`config.mk`:
```
export PLATFORM = sky130hd
export DESIGN_NAME = lbm_ram
export DESIGN_NICKNAME = d
export VERILOG_FILES = /design/src/sv/lbm_ram.sv
export SDC_FILE = /design/constraint.sdc
export NUM_CORES = 2
export LEC_CHECK = 0
export CAP_MARGIN = 5
export CORE_AREA = 10 10 392 394
export DETAILED_ROUTE_END_ITERATION = 16
export DIE_AREA = 0 0 402 404
export DONT_BUFFER_PORTS = 1
export PLACE_DENSITY_LB_ADDON = 0.12
export SLEW_MARGIN = 10
export SYNTH_ARGS = -nofsm -noshare
export SYNTH_HDL_FRONTEND = slang
export SYNTH_SLANG_ARGS = --single-unit
```
`constraint.sdc`:
```
create_clock -name clk -period 5.8 [get_ports clk]
set_input_delay 1.16 -clock clk [delete_from_list [all_inputs] [get_ports clk]]
set_output_delay 1.16 -clock clk [all_outputs]
set_load 0.03 [all_outputs]
```
`src/sv/lbm_ram.sv`:
```
// ----------------------------------------------------------------------------
// lbm_ram: simple dual-port RAM with registered read
// One write and one read per cycle; a read of the address being written
// returns the new word.
// ----------------------------------------------------------------------------
module lbm_ram #(
  parameter int AW = 8,
  parameter int DW = 8
) (
  input  logic          clk,
  input  logic          we,
  input  logic [AW-1:0] waddr,
  input  logic [DW-1:0] wdata,
  input  logic [AW-1:0] raddr,
  output logic [DW-1:0] rdata
);

  logic [DW-1:0] mem [2**AW];

  always_ff @(posedge clk) begin
    if (we) begin
      mem[waddr] <= wdata;
    end
    if (we && (waddr == raddr)) begin
      rdata <= wdata;
    end else begin
      rdata <= mem[raddr];
    end
  end

endmodule
```
Yosys cells after proc, flatten, opt, wreduce, memory -nomap -nowiden
Memories as Yosys holds them, arrays and structs flattened. A register that Yosys moved wholly into a read port is not among the register bits.
Cells that the tools add are included.

cells by class
  muxes and demuxes = 2

operator list
  cell              number
  1-bit 2-to-1 mux  2

word-level totals
  register bits after elaboration = 0
  RAM bits = 2048
  input bits = 26
  output and inout bits = 8
  logic and storage cells = 3
  memories kept = 1

memories
  name  words  width  rd ports  clocked after Yosys merged registers in  wr ports  RTL line  RTL
  mem   256    8      1         1                                        1         18        logic [DW-1:0] mem [2**AW];

Depth between registers and ports, before layout
  word-level depth = 2
  mapped depth = 11
  mapped depth without buffers = 6

Worst setup path before layout
Ideal clock, no wire load.

  path type = register to output
  start point = reg (tool-made name)
  end point = out rdata[3]
  data arrival time = 2.685 ns
  setup slack = 1.955 ns
  stages on the path, launching flop included = 10
  cells stage by stage = dfxtp_1 -> buf_2 -> buf_4 -> or2b_1 -> buf_1 -> o221ai_1 -> a21oi_1 -> o32ai_1 -> nor3_1 -> nor4_1

RTL lines
  what              RTL line  RTL
  end: declaration  15        output logic [DW-1:0] rdata

==> metrics <==
initial antenna violation count=9; internal power=about 0.024 W; grt total ovfl=0; Post-DRT Antenna Nets=0; Clk Tree Root Cell=clkbuf_16; Synth Warn #=0; CTS Buffer Depth=3; clock sink count=just over 2000; Fillers=between 10000 and 15000; sequential element share of the synthesized area=0.775; TritonCTS clock tree=yes; Synth Cell Area=0.0796 sq mm; starting density of the core=0.547; Max-Cap Viols=0; Final #Nets=around 3900; Post-Route Utilization=0.607; vias in the first global route=around 40000; number of flip-flops in the largest register=2048; num ports=34; fmax=175 MHz; critical path type=flop to output port; Pre-Repair DR Iteration Count=7; Slew Viols, Final=0; Die W=402 um; Synth Instances=3733; via/cell ratio=6.54; Syn Nets=3759; Final Instance Area=approximately 0.088 sq mm; first-pass GRT wire length=287000 um; P per Cell Area=340 mW/mm^2; CP startpoint kind=flop; Worst slew margin=0.178; Die Y=404 um; Gate power share=0.042; H-tree depth=4; Critical Path End Type=output port; Switching Fraction=0.207; NetSw=0.00622 W; iteration-0 DRC count of the detailed router=5320; post-DP HPWL=120000 um; CTS Hold Bufs=0; outcome=completed; Final min period=5.72 ns; Tot GR Track Use=0.244; crit path max fanout=18; clock power share=0.411; share of layout cells above drive strength 1=0.227; final setup fails=0; part of the cycle the worst path needs=0.987; Yosys reg bits=2056; worst vdd ir=between 0.3 and 0.4 mV; biggest regs=mem x2048; multi-input combinational cell area=0.0166 sq mm; hold crit path type=input port to flop; FFs w/ async S/R, synth=0; sequential group share of total power=0.546; placed cell areas=0.0819 sq mm; final hold vios=0; TNS Setup=0 ns; Core Region=0.145 sq mm; Vias=38900; Slew @ Worst Pin=1.23 ns; synthesis-to-finish area growth=11.0%; Yosys cell types=55; Req. time, crit path=4.64 ns; Row Count=140; clock-pin slew on the worst setup and hold paths=approximately 0.060 ns; Top FF cell, synth=edfxtp_1; Die Area=0.162 sq mm; count of flip-flops with a built-in enable after synthesis=2048; register area=0.0617 sq mm; unrepaired setup endpoints after global routing=no; Reg with most FFs=mem; largest net degree at the start of global routing=~260; Wirelength per Cell=33.4 um; GPL Wtd Cong=0.859; WL final=199000 um; crit path DAT=4.56 ns; Static Leakage=27.1 nW; DRC Markers=0; Synth Area per Inst=21.3 sq um; Fin Hold WS=0.361 ns; Port Buffers=0; clock buffer count from CTS=200
-- kinds of logic after synthesis --
family	count (synthesis)	synth area share
AO/OA/AOI/OAI	385	0.0342
buffers and inverters	235	0.0183
flip-flops	2056	0.775
multiplexers	591	0.146
AND/OR/NAND/NOR	466	0.0263
-- synthesized netlist by cell type, types with 24 or more instances --
cell type / count / area, sq um
a22oi_1: 133 / 998
nor4_1: 24 / 150
nand3_1: 34 / 170
o221ai_1: 46 / 403
mux4_2: 454 / 10200
o22ai_1: 28 / 175
buf_2: 31 / 155
nor2b_1: 31 / 194
nand2_1: 33 / 124
clkbuf_1: 111 / 417
buf_4: 27 / 203
mux2i_1: 134 / 1340
nor2_1: 282 / 1060
a21oi_1: 96 / 480
edfxtp_1: 2048 / 61500
-- what timing repair did --
item	in CTS	in global routing
setup endpoints to repair	5	4
buffers inserted	1	0
resized for setup	8	4
-- power groups by stage --
| stage | Sequential [W] | Combinational, W | Clock (W) |
|---|---|---|---|
| finish | 0.0164 | 0.00127 | 0.0123 |
| global route | 0.0164 | 0.00132 | 0.0131 |
| CTS | 0.0164 | 0.00127 | 0.0125 |
| detailed placement | 0.0167 | 0.00125 | 0 |
| global placement | 0.0167 | 0.00125 | 0 |
| floorplan | 0.0167 | 0.000820 | 0 |
-- layer usage --
layer | GRT usage | vias up | wire (um)
met5 | 0 | - | 54
met4 | 0.0823 | 8 | 6760
met3 | 0.0552 | 343 | 17300
met2 | 0.387 | 1907 | 96100
met1 | 0.339 | 20700 | 78500
li1 | - | 16000 | -
-- layout by cell type (no fill, tap or decap), types with 6 or more instances in the layout --
| cell | n |
|---|---|
| o221ai_1 | 46 |
| mux2i_1 | 134 |
| a211oi_1 | 16 |
| nor2b_1 | 28 |
| bufinv_16 | 12 |
| buf_12 | 18 |
| o21ai_0 | 10 |
| nand3_1 | 32 |
| o22ai_1 | 28 |
| mux4_2 | 454 |
| nor3_1 | 20 |
| and2_1 | 6 |
| nand4_1 | 10 |
| edfxtp_1 | 2048 |
| nand2b_1 | 8 |
| nor4_1 | 17 |
| nand2_1 | 32 |
| nor2_1 | 279 |
| buf_4 | 132 |
| a22oi_1 | 132 |
| clkinv_1 | 57 |
| a22o_1 | 8 |
| o211ai_1 | 10 |
| a221oi_1 | 11 |
| clkinv_2 | 40 |
| a21oi_1 | 94 |
| clkbuf_1 | 49 |
| clkbuf_16 | 201 |
| nor4_2 | 7 |
-- critical path, cell delays in order, from the launching register on --
cell	delay, ns
dfxtp_4	0.54
buf_4	0.28
or2b_1	0.53
o221ai_1	0.44
a21oi_1	0.12
nor3_1	0.54
nor4_1	0.23
buf_4	0.22
nor4_4	0.45
buf_4	0.20
buf_4	0.15
-- path summary, 6_finish.rpt --
kind / from / to / slack (ns) / depth (start not counted)
hold / removal: raddr[3] / flop / 0.36 / 0
setup / recovery: flop / rdata[2] / 0.08 / 10
-- per-stage QoR --
step           worst slack (ns)  power, W  cells
2_1_floorplan              1.96    0.0175   3733
3_3_place_gp              0.681    0.0180   5567
3_5_place_dp              0.680    0.0180   5567
4_1_cts                  0.0166    0.0302   5941
5_1_grt                 0.00466    0.0309   5942
6_report                 0.0757    0.0300   5944
-- area by class of cell --
| cell class | instances | share of cell area |
|---|---|---|
| clock buffers | 250 | 0.0591 |
| repair buffers | 151 | 0.0156 |
| inverters | 2 | 0.0000850 |
| clock inverters | 123 | 0.0114 |
| flip-flops and latches | 2056 | 0.699 |
| diodes | 3 | 0.0000850 |
| multi-input cells | 1442 | 0.188 |
| well taps | 1917 | 0.0272 |
Power figures use the tool's default switching activity.
